$ cat src/rtl/core/switch_debouncer_top_defines.svh
// ----------------------------------------------------------------------------
// switch_debouncer_top_defines.svh
// Assertion macros shared by the switch debouncer RTL.
// ----------------------------------------------------------------------------
`ifndef SWITCH_DEBOUNCER_TOP_DEFINES_SVH
`define SWITCH_DEBOUNCER_TOP_DEFINES_SVH

// Checked on clk_i, off while rst_ni is low.
`define SD_ASSERT(lbl, prop, msg) \
  lbl: assert property (@(posedge clk_i) disable iff (!rst_ni) (prop)) else $error(msg);

// Checked on clk_i at every edge, reset included.
`define SD_ASSERT_ALWAYS(lbl, prop, msg) \
  lbl: assert property (@(posedge clk_i) (prop)) else $error(msg);

`endif

$ cat src/rtl/core/sd_pkg.sv
// ----------------------------------------------------------------------------
// sd_pkg
// Types and constants of the switch debouncer.
// ----------------------------------------------------------------------------
`timescale 1ns / 1ps

package sd_pkg;

  localparam int unsigned TimeW     = 32;
  localparam int unsigned IntervalW = 16;
  localparam int unsigned ModeW     = 2;
  localparam int unsigned CfgDataW  = 16;
  localparam int unsigned CfgIdxW   = 1;

  localparam logic [IntervalW-1:0] IntervalRst = IntervalW'(10);

  typedef enum logic [ModeW-1:0] {
    MODE_STABLE  = 2'd0,
    MODE_LOCKOUT = 2'd1,
    MODE_PROMPT  = 2'd2
  } sd_mode_e;

  typedef enum logic {
    OP_UPDATE  = 1'b0,
    OP_RESTART = 1'b1
  } sd_op_e;

  typedef enum logic [CfgIdxW-1:0] {
    CFG_INTERVAL = 1'b0,
    CFG_MODE     = 1'b1
  } sd_cfg_idx_e;

  typedef struct packed {
    logic             operation;
    logic             pin_level;
    logic [TimeW-1:0] now_ms;
  } sd_item_t;

  typedef struct packed {
    logic             level;
    logic             changed;
    logic             rose;
    logic             fell;
    logic [TimeW-1:0] previous_duration;
    logic [TimeW-1:0] current_duration;
  } sd_result_t;

  typedef struct packed {
    logic [IntervalW-1:0] interval_ms;
    logic [ModeW-1:0]     mode;
  } sd_cfg_t;

endpackage

$ cat src/rtl/core/sd_in_stage.sv
// ----------------------------------------------------------------------------
// sd_in_stage
// Input register: captures one item per transfer, holds it until consumed.
// ----------------------------------------------------------------------------
`timescale 1ns / 1ps

module sd_in_stage import sd_pkg::*; (
  input  logic     clk_i,
  input  logic     rst_ni,
  input  logic     in_valid_i,
  output logic     in_stall_o,
  input  sd_item_t item_i,
  output logic     valid_o,
  input  logic     take_i,
  output sd_item_t item_o
);

  logic     valid_q, valid_d;
  sd_item_t item_q;
  logic     load;

  assign in_stall_o = valid_q && !take_i;
  assign load       = in_valid_i && !in_stall_o;
  assign valid_d    = load || (valid_q && !take_i);

  always_ff @(posedge clk_i or negedge rst_ni) begin
    if (!rst_ni) begin
      valid_q <= 1'b0;
    end else begin
      valid_q <= valid_d;
    end
  end

  always_ff @(posedge clk_i) begin
    if (load) begin
      item_q <= item_i;
    end
  end

  assign valid_o = valid_q;
  assign item_o  = item_q;

endmodule

$ cat src/rtl/core/sd_core.sv
// ----------------------------------------------------------------------------
// sd_core
// Debounce state and its combinational next-state update for one item.
// ----------------------------------------------------------------------------
`timescale 1ns / 1ps
`include "switch_debouncer_top_defines.svh"

module sd_core import sd_pkg::*; (
  input  logic       clk_i,
  input  logic       rst_ni,
  input  logic       proc_i,
  input  sd_item_t   item_i,
  input  sd_cfg_t    cfg_i,
  output sd_result_t result_o
);

  logic             deb_q, deb_d;
  logic             raw_q, raw_d;
  logic [TimeW-1:0] start_q, start_d;
  logic [TimeW-1:0] lct_q, lct_d;
  logic [TimeW-1:0] ldur_q, ldur_d;
  logic             chg;
  logic             elapsed;
  logic [TimeW-1:0] since_start;

  assign since_start = item_i.now_ms - start_q;
  assign elapsed     = since_start >= {{(TimeW-IntervalW){1'b0}}, cfg_i.interval_ms};

  always_comb begin
    deb_d   = deb_q;
    raw_d   = raw_q;
    start_d = start_q;
    lct_d   = lct_q;
    ldur_d  = ldur_q;
    chg     = 1'b0;
    if (item_i.operation == OP_RESTART) begin
      deb_d   = item_i.pin_level;
      raw_d   = item_i.pin_level;
      start_d = (cfg_i.mode == MODE_LOCKOUT) ? '0 : item_i.now_ms;
    end else begin
      unique case (cfg_i.mode)
        MODE_LOCKOUT: begin
          if (elapsed && item_i.pin_level != deb_q) begin
            start_d = item_i.now_ms;
            chg     = 1'b1;
          end
        end
        MODE_PROMPT: begin
          if (elapsed && item_i.pin_level != deb_q) begin
            chg = 1'b1;
          end
          if (item_i.pin_level != raw_q) begin
            raw_d   = item_i.pin_level;
            start_d = item_i.now_ms;
          end
        end
        default: begin
          if (item_i.pin_level != raw_q) begin
            raw_d   = item_i.pin_level;
            start_d = item_i.now_ms;
          end else if (elapsed && item_i.pin_level != deb_q) begin
            start_d = item_i.now_ms;
            chg     = 1'b1;
          end
        end
      endcase
      if (chg) begin
        deb_d  = ~deb_q;
        ldur_d = item_i.now_ms - lct_q;
        lct_d  = item_i.now_ms;
      end
    end
  end

  always_ff @(posedge clk_i or negedge rst_ni) begin
    if (!rst_ni) begin
      deb_q   <= 1'b0;
      raw_q   <= 1'b0;
      start_q <= '0;
      lct_q   <= '0;
      ldur_q  <= '0;
    end else if (proc_i) begin
      deb_q   <= deb_d;
      raw_q   <= raw_d;
      start_q <= start_d;
      lct_q   <= lct_d;
      ldur_q  <= ldur_d;
    end
  end

  assign result_o.level             = deb_d;
  assign result_o.changed           = chg;
  assign result_o.rose              = chg & deb_d;
  assign result_o.fell              = chg & ~deb_d;
  assign result_o.previous_duration = ldur_d;
  assign result_o.current_duration  = item_i.now_ms - lct_d;

  `SD_ASSERT(a_chg_toggles, proc_i && chg |=> deb_q != $past(deb_q), "change did not toggle level")
  `SD_ASSERT(a_chg_stamps, proc_i && chg |=> lct_q == $past(item_i.now_ms), "change time not taken")
  `SD_ASSERT(a_lockout_raw,
    proc_i && item_i.operation == OP_UPDATE && cfg_i.mode == MODE_LOCKOUT |=> $stable(raw_q),
    "raw copy moved in lock-out update")
  `SD_ASSERT(a_idle_hold, !proc_i |=> $stable(deb_q) && $stable(lct_q), "state moved while idle")

endmodule

$ cat src/rtl/core/sd_out_stage.sv
// ----------------------------------------------------------------------------
// sd_out_stage
// Result register: loads when empty or when its result is transferred.
// ----------------------------------------------------------------------------
`timescale 1ns / 1ps
`include "switch_debouncer_top_defines.svh"

module sd_out_stage import sd_pkg::*; (
  input  logic       clk_i,
  input  logic       rst_ni,
  input  logic       load_valid_i,
  output logic       load_ready_o,
  input  sd_result_t result_i,
  output logic       out_valid_o,
  input  logic       out_stall_i,
  output sd_result_t result_o
);

  logic       valid_q, valid_d;
  sd_result_t result_q;
  logic       load;

  assign load_ready_o = !valid_q || !out_stall_i;
  assign load         = load_valid_i && load_ready_o;
  assign valid_d      = load || (valid_q && out_stall_i);

  always_ff @(posedge clk_i or negedge rst_ni) begin
    if (!rst_ni) begin
      valid_q <= 1'b0;
    end else begin
      valid_q <= valid_d;
    end
  end

  always_ff @(posedge clk_i) begin
    if (load) begin
      result_q <= result_i;
    end
  end

  assign out_valid_o = valid_q;
  assign result_o    = result_q;

  `SD_ASSERT(a_load_sets_valid, load |=> valid_q, "loaded result not shown")
  `SD_ASSERT(a_flags_excl, !(result_q.rose && result_q.fell) || !valid_q,
    "rose and fell together")

endmodule

$ cat src/rtl/core/switch_debouncer_top.sv
// ----------------------------------------------------------------------------
// switch_debouncer_top
// Switch debouncer: stable-interval, lock-out and prompt-detection modes.
//
//   channel | direction | handshake            | payload
//   in      | input     | in_valid_i/in_stall_o | operation, pin_level, now_ms
//   out     | output    | out_valid_o/out_stall_i | level .. current_duration
//   cfg     | input     | cfg_we_i              | cfg_index_i, cfg_wdata_i
//
// One item per cycle sustained while out_stall_i is low; each result passes
// the input register, then the result register, before it is on the outputs.
// The state update uses 32-bit subtracts and a 32-bit compare in sd_core.
// Reset clears state and sets interval_ms to 10 and mode to stable interval.
// A stalled result register holds the item in the input register, which
// then stalls the input channel.
// ----------------------------------------------------------------------------
`timescale 1ns / 1ps
`include "switch_debouncer_top_defines.svh"

module switch_debouncer_top import sd_pkg::*; (
  input  logic                 clk_i,
  input  logic                 rst_ni,
  input  logic                 cfg_we_i,
  input  logic [CfgIdxW-1:0]   cfg_index_i,
  input  logic [CfgDataW-1:0]  cfg_wdata_i,
  input  logic                 in_valid_i,
  output logic                 in_stall_o,
  input  logic                 operation_i,
  input  logic                 pin_level_i,
  input  logic [TimeW-1:0]     now_ms_i,
  output logic                 out_valid_o,
  input  logic                 out_stall_i,
  output logic                 level_o,
  output logic                 changed_o,
  output logic                 rose_o,
  output logic                 fell_o,
  output logic [TimeW-1:0]     previous_duration_o,
  output logic [TimeW-1:0]     current_duration_o
);

  sd_cfg_t    cfg_q;
  sd_item_t   in_item;
  sd_item_t   s1_item;
  logic       s1_valid;
  logic       out_ready;
  logic       proc;
  sd_result_t core_res;
  sd_result_t out_res;

  always_ff @(posedge clk_i or negedge rst_ni) begin
    if (!rst_ni) begin
      cfg_q.interval_ms <= IntervalRst;
      cfg_q.mode        <= MODE_STABLE;
    end else if (cfg_we_i) begin
      unique case (cfg_index_i)
        CFG_INTERVAL: cfg_q.interval_ms <= cfg_wdata_i[IntervalW-1:0];
        CFG_MODE:     cfg_q.mode        <= cfg_wdata_i[ModeW-1:0];
        default:      cfg_q             <= cfg_q;
      endcase
    end
  end

  assign in_item.operation = operation_i;
  assign in_item.pin_level = pin_level_i;
  assign in_item.now_ms    = now_ms_i;

  assign proc = s1_valid && out_ready;

  sd_in_stage u_in (
    .clk_i      (clk_i),
    .rst_ni     (rst_ni),
    .in_valid_i (in_valid_i),
    .in_stall_o (in_stall_o),
    .item_i     (in_item),
    .valid_o    (s1_valid),
    .take_i     (out_ready),
    .item_o     (s1_item)
  );

  sd_core u_core (
    .clk_i    (clk_i),
    .rst_ni   (rst_ni),
    .proc_i   (proc),
    .item_i   (s1_item),
    .cfg_i    (cfg_q),
    .result_o (core_res)
  );

  sd_out_stage u_out (
    .clk_i        (clk_i),
    .rst_ni       (rst_ni),
    .load_valid_i (s1_valid),
    .load_ready_o (out_ready),
    .result_i     (core_res),
    .out_valid_o  (out_valid_o),
    .out_stall_i  (out_stall_i),
    .result_o     (out_res)
  );

  assign level_o             = out_res.level;
  assign changed_o           = out_res.changed;
  assign rose_o              = out_res.rose;
  assign fell_o              = out_res.fell;
  assign previous_duration_o = out_res.previous_duration;
  assign current_duration_o  = out_res.current_duration;

  `SD_ASSERT(a_stall_needs_item, in_stall_o |-> s1_valid, "input stalled with empty register")
  `SD_ASSERT(a_proc_fills_out, proc |=> out_valid_o, "processed item lost")

endmodule
$ cat config.mk
export PLATFORM = sky130hd
export DESIGN_NAME = switch_debouncer_top
export DESIGN_NICKNAME = d
export VERILOG_FILES = /design/src/rtl/core/sd_pkg.sv /design/src/rtl/core/sd_in_stage.sv /design/src/rtl/core/sd_core.sv /design/src/rtl/core/sd_out_stage.sv /design/src/rtl/core/switch_debouncer_top.sv
export VERILOG_INCLUDE_DIRS = /design/src /design/src/rtl/core
export SDC_FILE = /design/constraint.sdc
export NUM_CORES = 1
export LEC_CHECK = 0
export BUFFER_PORTS_ARGS = -buffer_cell sky130_fd_sc_hd__buf_2
export CAP_MARGIN = 20
export CORE_MARGIN = 2
export CORE_UTILIZATION = 30
export CTS_BUF_LIST = sky130_fd_sc_hd__clkbuf_16
export DETAILED_ROUTE_END_ITERATION = 10
export SLEW_MARGIN = 10
export SYNTH_ARGS = -nofsm -noshare
export SYNTH_HDL_FRONTEND = slang
export SYNTH_SLANG_ARGS = --single-unit
export TNS_END_PERCENT = 1
$ cat constraint.sdc
create_clock -name clk_i -period 9.73 [get_ports clk_i]
set_input_delay 0.4865 -clock clk_i [delete_from_list [all_inputs] [get_ports clk_i]]
set_output_delay 0.4865 -clock clk_i [all_outputs]
set_load 0.02 [all_outputs]
==> results of run 1 <==
layout make-up:
cell class / instances / area share
Tap cell: 615 / 0.0457
Clock buffer: 27 / 0.0401
Antenna cell: 1 / 0.000148
Sequential cell: 220 / 0.357
Inverter: 121 / 0.0270
Clock inverter: 23 / 0.0187
Multi-Input combinational cell: 1145 / 0.468
Timing Repair Buffer: 136 / 0.0438
layer usage:
metal,global-route usage,vias up,share of wire
li1,-,5806,-
met1,0.209,5677,0.45
met2,0.258,270,0.47
met3,0.0283,65,0.054
met4,0.0562,0,0.032
met5,0,-,0
Yosys cell counts (all sizes together) (6+ instances only):
cell	instances
buf	16
or3	12
xnor2	46
nand2	228
nand2b	17
xor2	31
o31ai	7
a31oi	12
and3	6
nor2b	18
nand4	11
dfrtp	116
o221ai	32
o21a	11
clkbuf	49
edfxtp	102
nor2	87
nand3	15
maj3	13
a21oi	97
a211o	6
a211oi	9
a21o	36
inv	121
nor4	7
a21boi	39
nor3	30
and2	10
a22oi	33
o211ai	14
mux2	55
o21ai	95
ha	97
cells by family (layout without fill, tap and decap cells):
group / Yosys count / count (layout) / synth area share
simple gates: 455 / 455 / 0.143
other cells: 0 / 1 / 0
compound gates: 440 / 440 / 0.207
xor+xnor: 77 / 77 / 0.0462
fa+ha+maj: 113 / 113 / 0.0962
mux: 60 / 60 / 0.0459
flops: 220 / 220 / 0.412
buf+inv: 186 / 307 / 0.0493
power by group through the flow:
| stage | Sequential, mW | Clock, mW | Combinational, mW |
|---|---|---|---|
| after global routing | 1.57 | 1.19 | 3.01 |
| after floorplan | 1.62 | 0 | 1.91 |
| final | 1.53 | 1.12 | 2.69 |
| after detailed placement | 1.55 | 0 | 2.67 |
| after global placement | 1.54 | 0 | 2.63 |
| after CTS | 1.53 | 1.15 | 2.69 |
flip-flops by register name (all words and copies together), names as in the netlist:
signal             count
u_core.ldur_q         32
u_core.raw_q           1
u_in.valid_o           1
u_out.result_o        68
u_core.deb_q           1
u_out.out_valid_o      1
u_core.start_q        32
cfg_q                 18
u_in.item_o           34
u_core.lct_q          32
cells in the final DEF (no fill, tap or decap), types with 13 or more instances in the layout:
master / n
a21o_1: 36
o211ai_1: 14
dfrtp_1: 116
nand3_1: 15
xor2_1: 31
a22oi_1: 33
o221ai_1: 31
xnor2_1: 46
nor3_1: 30
o21ai_0: 85
a21boi_0: 17
clkbuf_16: 27
nor2b_1: 17
buf_2: 124
edfxtp_1: 102
mux2_2: 55
nand2b_1: 17
inv_1: 121
nor2_1: 86
maj3_1: 13
a21boi_1: 22
a21oi_1: 93
nand2_1: 226
ha_1: 97
worst min path at each step:
stage | depth (start not counted) | slack (ns) | endpoint | from
floorplan | 0 | 0.19 | cfg_q[0]$_DFFE_PN0P_ | rst_ni
global placement | 2 | 0.46 | u_core.ldur_q[0]$_DFFE_PN0P_ | u_core.ldur_q[0]$_DFFE_PN0P_
detailed placement | 2 | 0.47 | u_core.ldur_q[1]$_DFFE_PN0P_ | u_core.ldur_q[1]$_DFFE_PN0P_
CTS | 1 | 0.03 | cfg_q[17]$_DFFE_PN0P_ | rst_ni
global route | 1 | 0.06 | u_core.start_q[29]$_DFFE_PN0P_ | rst_ni
finish | 1 | -0.0002 | cfg_q[17]$_DFFE_PN0P_ | rst_ni
==> results.yml, run 1 <==
layout:
  drive_above_1_share: 0.167
  final_area_sq_um: 16900
  multi_input_area_sq_um: 7880
  seq_area_sq_um: 6020
  final-instance-count-excl-fill: 2288
  fin_nets: 1807
  fin_util: 0.352
  fill_cells: 4835
  syn_to_final_growth_pct: 15.5
routing:
  drt_iter0_drc: 852
  vias_per_cell: 5.17
  route.detailed.drc: 0
  drt-pass1-iter-count: 5
  post_drt_wl_per_cell_microns: 17.4
  ant_nets: 0
  routed_wl_microns: 39900
  vias: 11800
critical_path:
  worstSetupStartpointType: "flop"
  reg2reg_from: "u_in.item_o[1]$_DFFE_PP_"
  critPathCaptureType: "flop"
  worstPathRequired_ns: 10.03
  max_stage_delay_ns: 0.59
  crit_fanout: 27
  path_depth: 33
  reg2reg_slack_ns: 0.94
  crit_buf_inv: 2
  slowest_stage: "or3_2"
  endpoint: "u_out.result_o[29]$_DFFE_PP_"
  r2r_cells: 33
  crit_start: "u_in.item_o[1]$_DFFE_PP_"
  r2r-end: "u_out.result_o[29]$_DFFE_PP_"
  arrival_ns: 9.09
  path_delay_family: "compound AO/OA/AOI/OAI gates"
  crit_top_cell: "a21o_1"
  critPathKind: "reg2reg"
yosys:
  synth_warnings: 0
  synth_cell_types: 92
  syn_area_sq_um: 14600
  ys.flop_type: "dfrtp_1"
  yosysSeqAreaShare: 0.412
  ys_top_cells_by_area: "edfxtp_1, dfrtp_1, ha_1"
  synthCells: 1551
  synth_area_per_cell_sq_um: 9.41
  synth_seq_cells: 220
  synth_fp_nets: 1707
  postSynth.asyncResetShare: 0.536
  synth_top_area_share: 0.210
  synth_edf_count: 102
  synth_top_cell_by_area: "edfxtp_1"
timing:
  tightest_slew_ns: 0.996
  skew_ns: 0.0189
  relSlewSlack: 0.335
  finalSetupViolCount: 0
  finalMaxSlewViolations: 0
  tns_ns: 0
  layout_setup_ws_ns: 0.936
  rsz0062_at_grt: "no"
  max_freq_mhz: 114
  period_minus_slack_ns: 8.79
  finalCritPeriodShare: 0.904
  hold_slack_ns: -0.000204
  hold_viol_final: 2
clock_network:
  htreeDepth: 1
  clockBufferDepth: 3
  clk_pin_slew_ns: 0.06
  clock_latency_ns: 0.57
  post_cts_buffers: 0
  cts_buffers: 27
  cts_sinks: 220
  cts_hold_buf: 0
  cts_root_buffer: "clkbuf_16"
  cts_tree: "yes"
  cts_resized: 0
die:
  dieArea_sq_um: 50400
  initial_utilization: 0.305
  ios: 126
  die_y_microns: 225
  placementRows: 80
  die_x_microns: 225
  coreArea_sq_um: 47800
placed_design:
  gp_congestion: 0.900
  pre_cts_ws_ns: 0.985
  dp_cells: 2235
  place_hpwl_microns: 29300
  io_buffers: 125
  placed_area_sq_um: 15800
worst_hold_path:
  min_path_type: "in2async"
pwr:
  seq_power_share: 0.286
  p_per_area_nw_per_um2: 317
  netSwitchingFraction: 0.414
  total_power_mw: 5.35
  intPower_mw: 3.13
  pwr-share-clk: 0.210
  ir_drop_mv: 0.145
  power_leakage_nw: 7.33
  combPwrFrac: 0.503
  switchingPower_mw: 2.21
grt:
  grt_pass1_vias: 11600
  grt_pass1_wl_microns: 63900
  grt_overflow: 0
  grt_start_max_net_pins: 67
  antenna_found_initial: 2
  track_usage: 0.158
status:
  violations: "negative hold slack"
  status: "finished, violations left"
run:
  cap_violations: 0
Note: power is estimated with default switching activity, not from simulation.
==> inputs of run 2 (changes only) <==
--- a/config.mk
+++ b/config.mk
@@ -6,6 +6,7 @@
 export SDC_FILE = /design/constraint.sdc
 export NUM_CORES = 1
 export LEC_CHECK = 0
+export ABC_AREA = 1
 export BUFFER_PORTS_ARGS = -buffer_cell sky130_fd_sc_hd__buf_2
 export CAP_MARGIN = 20
 export CORE_MARGIN = 2
==> run 2 against run 1 <==
  * Synthesized area up 7.5%
  * Largest cell class unchanged
  * Sequential cell count unchanged
  * Setup slack better by 1.4 ns
  * Critical path type unchanged
  * Power up 3.8%
  * Routed wire length up 20%
  * First-iteration DRC count up 9.0%
  * The flow now finishes without violations
  * Highest routed layer unchanged
  * Clock power down 4%
  * Synthesized cell count up 39%
  * Non-clock buffer count down 1
  * Critical endpoint is now u_out.result_o[24]$_DFFE_PP_
  * Clock skew up 0.0065 ns
==> results.yml, run 2 <==
status:
  status: "complete, no violations"
placed_design:
  io_buffers: 125
  dp_cells: 2904
  place_hpwl_microns: 37800
  pre_cts_ws_ns: 2.47
  gp_congestion: 0.965
timing:
  skew_ns: 0.0254
  tns_ns: 0
  rsz0062_at_grt: "no"
  layout_setup_ws_ns: 2.38
  finalMaxSlewViolations: 0
  finalCritPeriodShare: 0.756
  max_freq_mhz: 136
  finalSetupViolCount: 0
  tightest_slew_ns: 1.18
  relSlewSlack: 0.207
  period_minus_slack_ns: 7.35
  hold_viol_final: 0
  hold_slack_ns: 0.0928
yosys:
  synth.top_cells.by_count: "nand2_1, inv_1, nor2_1, a21oi_1, o21ai_0"
  yosysMostFrequentCell: "nand2_1"
  syn_area_sq_um: 15700
  synth_fp_nets: 2306
  synth_top_cell_by_area: "edfxtp_1"
  synth-xor-area-share: 0.0385
  synth.area.mux_share: 0
  ys_top_cells_by_area: "edfxtp_1, dfrtp_1, nand2_1"
  synth_edf_count: 102
  ys.flop_type: "dfrtp_1"
  synth_seq_cells: 220
  synth_top_family_by_area: "simple AND/OR/NAND/NOR gates"
  synth_area_per_cell_sq_um: 7.30
  synth_cell_types: 50
  synth-compound-area-share: 0.153
  postSynth.asyncResetShare: 0.536
  synth_top_area_share: 0.195
  synthSimpleGateAreaFrac: 0.245
  synth_warnings: 0
  synth-adder-area-share: 0.0812
  synthCells: 2150
  yosysSeqAreaShare: 0.384
critical_path:
  crit_fanout: 50
  max_stage_delay_ns: 0.93
  critPathCaptureType: "flop"
  arrival_ns: 7.67
  slowest_stage: "inv_1"
  worstSetupStartpointType: "flop"
  critPathKind: "reg2reg"
  crit_top_cell: "nand2_1"
  worstPathRequired_ns: 10.04
die:
  die_y_microns: 233
  coreArea_sq_um: 51500
  ios: 126
  dieArea_sq_um: 54200
  die_x_microns: 233
  placementRows: 83
  initial_utilization: 0.305
clock_network:
  cts_tree: "yes"
  cts_root_buffer: "clkbuf_16"
  htreeDepth: 1
  clock_latency_ns: 0.57
  cts_sinks: 220
  clockBufferDepth: 3
  cts_buffers: 27
  cts_resized: 0
  clk_pin_slew_ns: 0.06
pwr:
  p_per_area_nw_per_um2: 309
  total_power_mw: 5.55
  ir_drop_mv: 0.137
  power_leakage_nw: 8.80
grt:
  track_usage: 0.176
  grt_overflow: 0
  antenna_found_initial: 0
  grt_pass1_wl_microns: 75000
  grt_start_max_net_pins: 83
  grt_pass1_vias: 13700
layout:
  syn_to_final_growth_pct: 14.2
  drive_above_1_share: 0.0985
  final-instance-count-excl-fill: 2956
  fin_nets: 2410
  layout_commonest_cell: "nand2_1"
  largest_reg_flops: 68
  fill_cells: 5497
  most-common-layout-cells: "nand2_1, inv_1, nor2_1, a21oi_1, o21ai_0"
routing:
  post_drt_wl_per_cell_microns: 16.2
  drt-pass1-iter-count: 5
  route.detailed.drc: 0
  drt_iter0_drc: 929
  vias_per_cell: 4.85
  ant_nets: 0
  routed_wl_microns: 48000
  vias: 14300
run:
  cap_violations: 0
worst_hold_path:
  min_path_type: "in2reg"
[run 2: changes by cell type after synthesis, moves of 31 or more]
cell	previous run	this run
nand3_1	15	95
nand2_1	227	580
mux2_2	55	0
xnor2_1	46	15
inv_1	120	321
nor2_1	86	189
a22oi_1	33	0
a21o_1	36	5
o21ai_0	86	156
a21oi_1	94	166
[run 2: layout make-up]
type,count,area (sq um),area share
diodes,1,2.50,0.000140
multi-input cells,1535,8150,0.455
inverters,335,1260,0.0701
flip-flops and latches,220,6020,0.336
well taps,680,851,0.0475
clock inverters,23,268,0.0149
clock buffers,27,676,0.0377
repair buffers,135,706,0.0394
[run 2: logic make-up (layout without fill, tap and decap cells)]
group                      after synthesis  count (layout)
AOI/OAI and AO/OA                      431             431
adders and majority gates              100             100
buffers and inverters                  395             520
and+or+nand+nor                        935             935
xor gates and xnor gates                69              69
DFF                                    220             220
other                                    0               1
[run 2: path summary, 6_finish.rpt]
kind	startpoint	endpoint	slack, ns	cells after the start
worst max-delay path	u_in.item_o[1]$_DFFE_PP_	u_out.result_o[24]$_DFFE_PP_	2.38	40
worst min register to register	u_in.valid_o$_DFF_PN0_	u_out.out_valid_o$_DFF_PN0_	0.49	2
worst max register to register	u_in.item_o[1]$_DFFE_PP_	u_out.result_o[24]$_DFFE_PP_	2.38	40
worst min-delay path	operation_i	u_in.item_o[33]$_DFFE_PP_	0.09	1
max in group asynchronous	rst_ni	u_core.ldur_q[29]$_DFFE_PN0P_	7.76	3
min in group asynchronous	rst_ni	cfg_q[16]$_DFFE_PN0P_	0.54	2
[run 2: stage by stage]
stage	cell area, sq um	utilization
CTS	17900	0.348
floorplan	15700	-
global placement	17000	0.329
detailed placement	17000	0.329
global route	17900	0.348
finish	17900	0.348
[run 2: power by group]
part           internal (mW)  switching, mW
registers               1.35          0.131
clock network          0.643          0.427
logic                  0.987           2.00
[run 2: critical path, delay by kind of cell, from the launching register on]
family	cells	cell delay, ns
simple gates	27	3.01
buf+inv	4	1.43
fa+ha+maj	3	1.24
compound gates	5	0.81
flops	1	0.52
xor+xnor	1	0.10
[run 2: repair_timing]
action,4_1_cts,5_1_grt
endpoints found under the hold margin,14,0
hold buffers,1,0
buffers inserted,0,0
[run 2: per-layer routing]
layer / up-vias / global-route usage / wire length [microns]
li1: 7225 / - / -
met1: 6635 / 0.237 / 22100
met2: 404 / 0.287 / 21600
met3: 82 / 0.0221 / 2510
met4: 0 / 0.0695 / 1770
met5: - / 0 / 0
